===== config.mk =====
export PLATFORM = sky130hd
export DESIGN_NAME = number_to_chinese_syllables_flat
export DESIGN_NICKNAME = d
export VERILOG_FILES = /design/src/hw/rtl/ntc_pkg.sv /design/src/hw/rtl/ntc_if.sv /design/src/hw/rtl/number_to_chinese_syllables.sv /design/src/flat_wrapper.sv
export SDC_FILE = /design/constraint.sdc
export NUM_CORES = 1
export LEC_CHECK = 0
export BUFFER_PORTS_ARGS = -buffer_cell sky130_fd_sc_hd__clkbuf_2
export CAP_MARGIN = 40
export CORE_ASPECT_RATIO = 0.75
export CORE_MARGIN = 4
export CORE_UTILIZATION = 42
export CTS_BUF_LIST = sky130_fd_sc_hd__clkbuf_4
export CTS_CLUSTER_DIAMETER = 80
export DETAILED_ROUTE_END_ITERATION = 6
export PLACE_DENSITY_LB_ADDON = 0.05
export SYNTH_ARGS = -nofsm -noshare
export SYNTH_HDL_FRONTEND = slang
export SYNTH_SLANG_ARGS = --single-unit

===== constraint.sdc =====
create_clock -name clk -period 7.45 [get_ports clk]
set_input_delay 1.1175 -clock clk [delete_from_list [all_inputs] [get_ports clk]]
set_output_delay 1.1175 -clock clk [all_outputs]
set_load 0.1 [all_outputs]

===== src/hw/rtl/ntc_pkg.sv =====
// Shared types and constants for the Chinese numeral reader.
package ntc_pkg;

	localparam int VALUE_BITS = 31;
	localparam int BCD_DIGITS = 12;

	typedef logic [VALUE_BITS-1:0]   value_t;
	typedef logic [3:0]              syl_t;
	typedef logic [4*BCD_DIGITS-1:0] bcd_t;
	typedef logic [4:0]              syl_cnt_t;
	typedef logic [4:0]              bit_cnt_t;

	localparam value_t   VALUE_LIMIT = 31'd2000000000;
	localparam syl_cnt_t MAX_SYL     = 5'd18;
	localparam bit_cnt_t LAST_BIT    = 5'(VALUE_BITS - 1);

	localparam syl_t SYL_LING = 4'd0;
	localparam syl_t SYL_SHI  = 4'd10;
	localparam syl_t SYL_BAI  = 4'd11;
	localparam syl_t SYL_QIAN = 4'd12;
	localparam syl_t SYL_WAN  = 4'd13;
	localparam syl_t SYL_YI   = 4'd14;

endpackage


===== src/hw/rtl/ntc_if.sv =====
// Request channel interfaces: number in, syllable out.
interface ntc_num_if;
	import ntc_pkg::*;
	logic   valid;
	logic   ready;
	value_t value;
	modport source(output valid, output value, input ready);
	modport sink(input valid, input value, output ready);
endinterface

interface ntc_syl_if;
	import ntc_pkg::*;
	logic valid;
	logic ready;
	syl_t syllable;
	logic last_syllable;
	logic out_of_range;
	modport source(output valid, output syllable, output last_syllable, output out_of_range,
		input ready);
	modport sink(input valid, input syllable, input last_syllable, input out_of_range,
		output ready);
endinterface


===== src/hw/rtl/number_to_chinese_syllables.sv =====
// Top level of the Chinese numeral reader: integer in, syllable codes out.
//
// Usage:
//   num carries one request per integer (value, 0 to 2,000,000,000). It is
//   taken only while the block is idle, one number at a time.
//   syl carries the reading, one syllable code per request, with
//   last_syllable set on the final one. A value above the limit yields a
//   single request with out_of_range and last_syllable set.
// Timing:
//   A nonzero value in range first goes through a bit-serial binary to BCD
//   conversion, one input bit per cycle. The decimal digits are then walked
//   in three groups of four, ten slots per group, one slot per cycle while
//   syl is not stalled, and a one-deep lookahead holds each syllable until
//   the next is known so the last one can be marked. Zero and out-of-range
//   values skip the conversion and the slot walk and go straight to the
//   final flush.
// Stalls and reset:
//   A stalled syl holds the slot walk at its next emitting slot. The output
//   register lets the block take the next number while the last syllable waits.
//   arst_n clears all control state; the block comes up idle and empty.
module number_to_chinese_syllables (
	input logic       clk,
	input logic       arst_n,
	ntc_num_if.sink   num,
	ntc_syl_if.source syl
);
	import ntc_pkg::*;

	typedef enum logic [1:0] {ST_IDLE, ST_CONV, ST_READ, ST_FLUSH} state_t;
	typedef enum logic [3:0] {
		SL_TH, SL_QIAN, SL_LING_A, SL_H, SL_BAI, SL_LING_B, SL_T, SL_SHI, SL_U, SL_MARK
	} slot_t;
	typedef enum logic [1:0] {GRP_YI, GRP_WAN, GRP_UNIT} grp_t;

	state_t   state_q;
	slot_t    slot_q;
	grp_t     grp_q;
	value_t   bin_q;
	bcd_t     digits_q;
	bit_cnt_t bit_cnt_q;
	syl_cnt_t cnt_q;
	logic     head_q;
	logic     pend_valid_q;
	syl_t     pend_syl_q;
	logic     pend_oor_q;
	logic     out_valid_q;
	syl_t     out_syl_q;
	logic     out_last_q;
	logic     out_oor_q;

	bcd_t bcd_adj;
	bcd_t bcd_next;
	syl_t th, h, t, u;
	logic th_nz, h_nz, t_nz, u_nz, g_nz, preceded;
	logic emit;
	syl_t code;
	logic out_free;
	logic step_ok;
	logic out_load;

	assign num.ready         = (state_q == ST_IDLE);
	assign syl.valid         = out_valid_q;
	assign syl.syllable      = out_syl_q;
	assign syl.last_syllable = out_last_q;
	assign syl.out_of_range  = out_oor_q;

	// Double dabble: bump every digit of five or more by three, then shift.
	always_comb begin
		for (int i = 0; i < BCD_DIGITS; i++) begin
			bcd_adj[4*i +: 4] = (digits_q[4*i +: 4] > 4'd4) ?
				digits_q[4*i +: 4] + 4'd3 : digits_q[4*i +: 4];
		end
		bcd_next = {bcd_adj[4*BCD_DIGITS-2:0], bin_q[VALUE_BITS-1]};
	end

	// Current group sits in the top four digits; the walk shifts groups up.
	assign th       = digits_q[47:44];
	assign h        = digits_q[43:40];
	assign t        = digits_q[39:36];
	assign u        = digits_q[35:32];
	assign th_nz    = (th != 4'd0);
	assign h_nz     = (h != 4'd0);
	assign t_nz     = (t != 4'd0);
	assign u_nz     = (u != 4'd0);
	assign g_nz     = th_nz || h_nz || t_nz || u_nz;
	assign preceded = !head_q || th_nz;

	// Each slot either yields one syllable or is skipped.
	always_comb begin
		emit = 1'b0;
		code = SYL_LING;
		unique case (slot_q)
			SL_TH: begin
				emit = th_nz;
				code = th;
			end
			SL_QIAN: begin
				emit = th_nz;
				code = SYL_QIAN;
			end
			SL_LING_A: begin
				emit = h_nz && !th_nz && !head_q;
				code = SYL_LING;
			end
			SL_H: begin
				emit = h_nz;
				code = h;
			end
			SL_BAI: begin
				emit = h_nz;
				code = SYL_BAI;
			end
			SL_LING_B: begin
				// zero tens under a hundreds digit, or a group with no hundreds
				emit = (h_nz && !t_nz && u_nz) || (!h_nz && (t_nz || u_nz) && preceded);
				code = SYL_LING;
			end
			SL_T: begin
				// a bare leading "shi" drops its one
				emit = t_nz && (h_nz || preceded || (t > 4'd1));
				code = t;
			end
			SL_SHI: begin
				emit = t_nz;
				code = SYL_SHI;
			end
			SL_U: begin
				emit = u_nz;
				code = u;
			end
			SL_MARK: begin
				emit = g_nz && (grp_q != GRP_UNIT);
				code = (grp_q == GRP_YI) ? SYL_YI : SYL_WAN;
			end
			default: begin
				emit = 1'b0;
				code = SYL_LING;
			end
		endcase
	end

	assign out_free = !out_valid_q || syl.ready;
	assign step_ok  = !emit || !pend_valid_q || out_free;
	// a syllable moves into the output register this cycle
	assign out_load = ((state_q == ST_READ) && step_ok && emit && pend_valid_q) ||
		((state_q == ST_FLUSH) && out_free);

	always_ff @(posedge clk or negedge arst_n) begin
		if (!arst_n) begin
			state_q      <= ST_IDLE;
			slot_q       <= SL_TH;
			grp_q        <= GRP_YI;
			bin_q        <= '0;
			digits_q     <= '0;
			bit_cnt_q    <= '0;
			cnt_q        <= '0;
			head_q       <= 1'b1;
			pend_valid_q <= 1'b0;
			pend_syl_q   <= SYL_LING;
			pend_oor_q   <= 1'b0;
			out_valid_q  <= 1'b0;
			out_syl_q    <= SYL_LING;
			out_last_q   <= 1'b0;
			out_oor_q    <= 1'b0;
		end else begin
			// drop the output once taken, unless a new syllable loads below
			if (out_valid_q && syl.ready && !out_load) begin
				out_valid_q <= 1'b0;
			end
			unique case (state_q)
				ST_IDLE: begin
					if (num.valid) begin
						if (num.value > VALUE_LIMIT || num.value == '0) begin
							pend_valid_q <= 1'b1;
							pend_syl_q   <= SYL_LING;
							pend_oor_q   <= (num.value > VALUE_LIMIT);
							state_q      <= ST_FLUSH;
						end else begin
							bin_q        <= num.value;
							digits_q     <= '0;
							bit_cnt_q    <= '0;
							cnt_q        <= '0;
							head_q       <= 1'b1;
							slot_q       <= SL_TH;
							grp_q        <= GRP_YI;
							pend_valid_q <= 1'b0;
							pend_oor_q   <= 1'b0;
							state_q      <= ST_CONV;
						end
					end
				end
				ST_CONV: begin
					digits_q  <= bcd_next;
					bin_q     <= {bin_q[VALUE_BITS-2:0], 1'b0};
					bit_cnt_q <= bit_cnt_q + 5'd1;
					if (bit_cnt_q == LAST_BIT) begin
						state_q <= ST_READ;
					end
				end
				ST_READ: begin
					if (step_ok) begin
						if (emit) begin
							if (pend_valid_q) begin
								out_valid_q <= 1'b1;
								out_syl_q   <= pend_syl_q;
								out_last_q  <= 1'b0;
								out_oor_q   <= 1'b0;
							end
							pend_valid_q <= 1'b1;
							pend_syl_q   <= code;
							cnt_q        <= cnt_q + 5'd1;
						end
						if (slot_q == SL_MARK && g_nz) begin
							head_q <= 1'b0;
						end
						// stop at the syllable cap or after the unit group
						if ((emit && cnt_q == MAX_SYL - 5'd1) ||
							(slot_q == SL_MARK && grp_q == GRP_UNIT)) begin
							state_q <= ST_FLUSH;
						end else if (slot_q == SL_MARK) begin
							slot_q   <= SL_TH;
							grp_q    <= grp_t'(grp_q + 2'd1);
							digits_q <= {digits_q[4*BCD_DIGITS-17:0], 16'h0000};
						end else begin
							slot_q <= slot_t'(slot_q + 4'd1);
						end
					end
				end
				ST_FLUSH: begin
					if (out_free) begin
						out_valid_q  <= 1'b1;
						out_syl_q    <= pend_syl_q;
						out_last_q   <= 1'b1;
						out_oor_q    <= pend_oor_q;
						pend_valid_q <= 1'b0;
						state_q      <= ST_IDLE;
					end
				end
				default: begin
					state_q <= ST_IDLE;
				end
			endcase
		end
	end

`ifndef SYNTHESIS
	a_accept_leaves_idle: assert property (@(posedge clk) disable iff (!arst_n)
		(num.valid && num.ready) |=> (state_q == ST_CONV || state_q == ST_FLUSH))
		else $error("accepted number did not start a reading");
	a_oor_is_last: assert property (@(posedge clk) disable iff (!arst_n)
		(out_valid_q && out_oor_q) |-> out_last_q)
		else $error("out-of-range result not marked last");
	a_cnt_capped: assert property (@(posedge clk) disable iff (!arst_n)
		cnt_q <= MAX_SYL)
		else $error("syllable count past cap");
	a_flush_has_pending: assert property (@(posedge clk) disable iff (!arst_n)
		(state_q == ST_FLUSH) |-> pend_valid_q)
		else $error("flush with no pending syllable");
`endif

endmodule

===== src/flat_wrapper.sv =====
// flat-port wrapper written by rule: the top's interface ports become plain ports
module number_to_chinese_syllables_flat import ntc_pkg::*;
  (clk, arst_n, num_valid, num_value, num_ready, syl_valid, syl_syllable, syl_last_syllable, syl_out_of_range, syl_ready);
  ntc_num_if num_i ();
  ntc_syl_if syl_i ();
  input logic clk;
  input logic arst_n;
  input wire logic [$bits(num_i.valid)-1:0] num_valid;
  input wire logic [$bits(num_i.value)-1:0] num_value;
  output wire logic [$bits(num_i.ready)-1:0] num_ready;
  output wire logic [$bits(syl_i.valid)-1:0] syl_valid;
  output wire logic [$bits(syl_i.syllable)-1:0] syl_syllable;
  output wire logic [$bits(syl_i.last_syllable)-1:0] syl_last_syllable;
  output wire logic [$bits(syl_i.out_of_range)-1:0] syl_out_of_range;
  input wire logic [$bits(syl_i.ready)-1:0] syl_ready;
  assign num_i.valid = num_valid;
  assign num_i.value = num_value;
  assign num_ready = num_i.ready;
  assign syl_valid = syl_i.valid;
  assign syl_syllable = syl_i.syllable;
  assign syl_last_syllable = syl_i.last_syllable;
  assign syl_out_of_range = syl_i.out_of_range;
  assign syl_i.ready = syl_ready;
  number_to_chinese_syllables u_core (.clk(clk), .arst_n(arst_n), .num(num_i), .syl(syl_i));
endmodule

==> impl_metrics.py <==
metrics = {
    "status": {
        "status": "complete, no violations",
    },
    "timing": {
        "skew_ns": 0.0269,
        "min_period_ns": 3.56,
        "setup-violations-final": 0,
        "rsz0062_at_grt": "false",
        "finalCritPeriodShare_pct": 47.8,
        "tightest_slew_ns": 0.862,
        "finalMaxSlewViolations": 0,
        "max_freq_ghz": 0.281,
        "maxSlewHeadroom_pct": 42.3,
        "finalHoldViolations": 0,
        "setup_tns_ns": 0,
        "setup_slack_ns": 3.89,
    },
    "placement": {
        "gp_congestion": 0.828,
        "placed_cell_area_um2": 7660,
        "numPortBuffers": 42,
        "dp_worst_setup_slack_ns": 3.44,
        "hpwl_mm": 12.8,
    },
    "grt": {
        "grt_use_met2_pct": 28.2,
        "antenna_found_initial": 1,
        "grt_pass1_wl_mm": 30.0,
        "grt_util_met1_pct": 29.2,
        "grt_usage_pct": 19.0,
        "grt_start_max_net_pins": 67,
        "gr-usage-met3_pct": 2.74,
        "grt_busiest_layer": "met1",
        "grt_pass1_vias": 5595,
        "grt_overflow": 0,
    },
    "final_layout": {
        "num-fill-cells": 1647,
        "drive_gt1_share_pct": 12.5,
        "area.growth.synth_to_final_pct": 7.54,
        "multiInputGateArea_um2": 4120,
        "nNetsFinal": 893,
        "seq_area_um2": 2780,
        "post-route-cell-area_um2": 7820,
    },
    "critical_path": {
        "cp_max_fo": 37,
        "r2r_start": "u_core.digits_q[32]",
        "startpoint": "u_core.digits_q[32]",
        "cp_num_buf_inv": 2,
        "worstSetupStartpointType": "flop",
        "required_ns": 7.82,
        "cp_slowest_cell": "dfrtp_1",
        "cp_data_arrival_time_ns": 3.93,
        "critical_path.cell_chain": "inv_1 > ha_1 > nor3b_2 > nand4_1 > a22oi_2 > a31oi_4 > o21ai_4 > nand4_4 > buf_4 > mux2_1",
        "reg2reg_slack_ns": 3.89,
        "path_class": "reg2reg",
        "cpPeakStageDelay_ns": 0.44,
        "critPathTopFamily": "compound AO/OA/AOI/OAI gates",
        "end_kind": "flop",
    },
    "synthesis": {
        "synth_area_leader_cell": "dfrtp_1",
        "synth_cells": 811,
        "netlist_top_cells_area": "dfrtp_1, mux2i_1, o21ai_0",
        "async_flop_share_pct": 100,
        "synth_common_cells": "nand2_1, dfrtp_1, o21ai_0",
        "yosys_warnings": 0,
        "synth.top_cell.area_share_pct": 37.9,
        "synth-seq-cells": 111,
        "synth.most_common_cell": "nand2_1",
        "postSynthAreaPerCell_um2": 8.96,
        "seq_area_frac_synth_pct": 38.2,
        "synthDistinctLibCells": 74,
        "syn-cell-area_um2": 7270,
        "synth-edff-count": 0,
        "syn_nets": 872,
        "ys.flop_type": "dfrtp_1",
    },
    "floorplan": {
        "row_count": 41,
        "die_area_um2": 19500,
        "die_y_um": 122,
        "core_area_um2": 16900,
        "io_pins": 43,
        "start_util_pct": 43.1,
        "die_w_um": 160,
    },
    "min_path": {
        "hold_class": "reg2reg",
        "min_from": "u_core.bin_q[29]",
    },
    "clock_network": {
        "cts_resized": 0,
        "htreeDepth": 3,
        "cts.clk_slew.worst_paths_ns": 0.18,
        "cts_tree": "built",
        "clock-root-buffer": "clkbuf_4",
        "clock_sinks": 111,
        "postCtsSetupBuffers": 0,
        "clock_latency_ns": 0.50,
        "cts_max_path_buffers": 2,
        "ctsHoldBuffers": 0,
        "numCtsBuffers": 9,
    },
    "routing": {
        "vias": 5934,
        "first_iter_violations": 407,
        "drt_pass1_iterations": 5,
        "drc_errors": 0,
        "drt.antenna.violating_nets": 0,
        "wl_per_cell_um": 17.3,
        "wirelength_mm": 18.2,
        "viasPerCell": 5.64,
    },
    "run": {
        "max_cap_viol_count": 0,
    },
    "pwr": {
        "p_per_area_nw_per_um2": 323,
        "peakVddDrop_mv": 0.179,
        "leakage_nw": 3.46,
    },
}
metrics by stage:
step | util [%] | total power [mW] | std cells | hold WS [ns]
4_1_cts | 46.3 | 2.55 | 1052 | 0.515
5_1_grt | 46.3 | 2.71 | 1053 | 0.535
3_3_place_gp | 45.3 | 2.18 | 1035 | 0.465
3_5_place_dp | 45.4 | 2.20 | 1036 | 0.474
2_1_floorplan | - | 1.89 | 811 | 0.449
6_report | 46.3 | 2.52 | 1053 | 0.506
metal layers:
metal,vias to the layer above,wire length (um)
met1,2847,9620
met2,124,7690
met3,14,687
li1,2949,-
met5,-,0
met4,0,238
worst paths after layout:
check,cells past startpoint,to
min reg2reg,2,u_core.bin_q[29]
max in group asynchronous,2,u_core.digits_q[4]
min,2,u_core.bin_q[29]
min in group asynchronous,1,u_core.grp_q[1]
max reg2reg,10,u_core.digits_q[38]
max,10,u_core.digits_q[38]
where the power goes:
group	internal (mW)	switching [mW]	total (mW)
sequential	0.741	0.125	0.866
clock	0.112	0.222	0.334
combinational	0.450	0.874	1.32
kinds of logic (layout without fill, tap and decap cells):
family / count (synthesis) / count (layout) / share of synthesized area (%)
DFF: 111 / 111 / 38.2
xor gates and xnor gates: 12 / 12 / 1.45
and+or+nand+nor: 276 / 276 / 19.7
muxes: 89 / 89 / 12.8
buffers and inverters: 95 / 121 / 5.53
adders and majority gates: 26 / 26 / 4.48
AOI/OAI and AO/OA: 202 / 202 / 17.8
other: 0 / 1 / 0
area by class of cell:
class	instances	share of cell area, %
diodes	1	0.0320
well taps	215	3.44
flip-flops and latches	111	35.6
repair buffers	51	3.68
clock buffers	10	0.961
inverters	54	2.59
clock inverters	6	0.977
multi-input cells	605	52.8
worst reg2reg max path, stage by stage (launching register included):
cell and delay [ns]:
dfrtp_1 0.44, inv_1 0.18, ha_1 0.24, nor3b_2 0.36, nand4_1 0.22, a22oi_2 0.37
a31oi_4 0.23, o21ai_4 0.30, nand4_4 0.29, buf_4 0.41, mux2_1 0.41
cell usage in the layout, fill, tap and decap left out, drive strengths merged, types with 4 or more instances in the layout:
cell and instances:
nand2 115, dfrtp 110, o21ai 98, inv 57, mux2i 56, clkbuf 51, a21oi 33, mux2 33
nor2 32, ha 26, nand4 21, nor2b 20, a22oi 20, nand3 16, nor3 16, xnor2 12
nor4 10, buf 10, a31oi 9, and2 8, nand2b 7, o31a 6, and3 5, nor3b 5
or3 4, o31ai 4, or4 4, o211ai 4
registers in the layout, summed over array words and instances, names as in the netlist, 2 cells and up:
register             flops
u_core.digits_q         48
u_core.bin_q            31
u_core.bit_cnt_q         5
u_core.cnt_q             5
u_core.pend_syl_q        4
u_core.slot_q            4
u_core.syl.syllable      4
u_core.grp_q             2
u_core.state_q           2
Note: power is estimated with default switching activity, not from simulation.
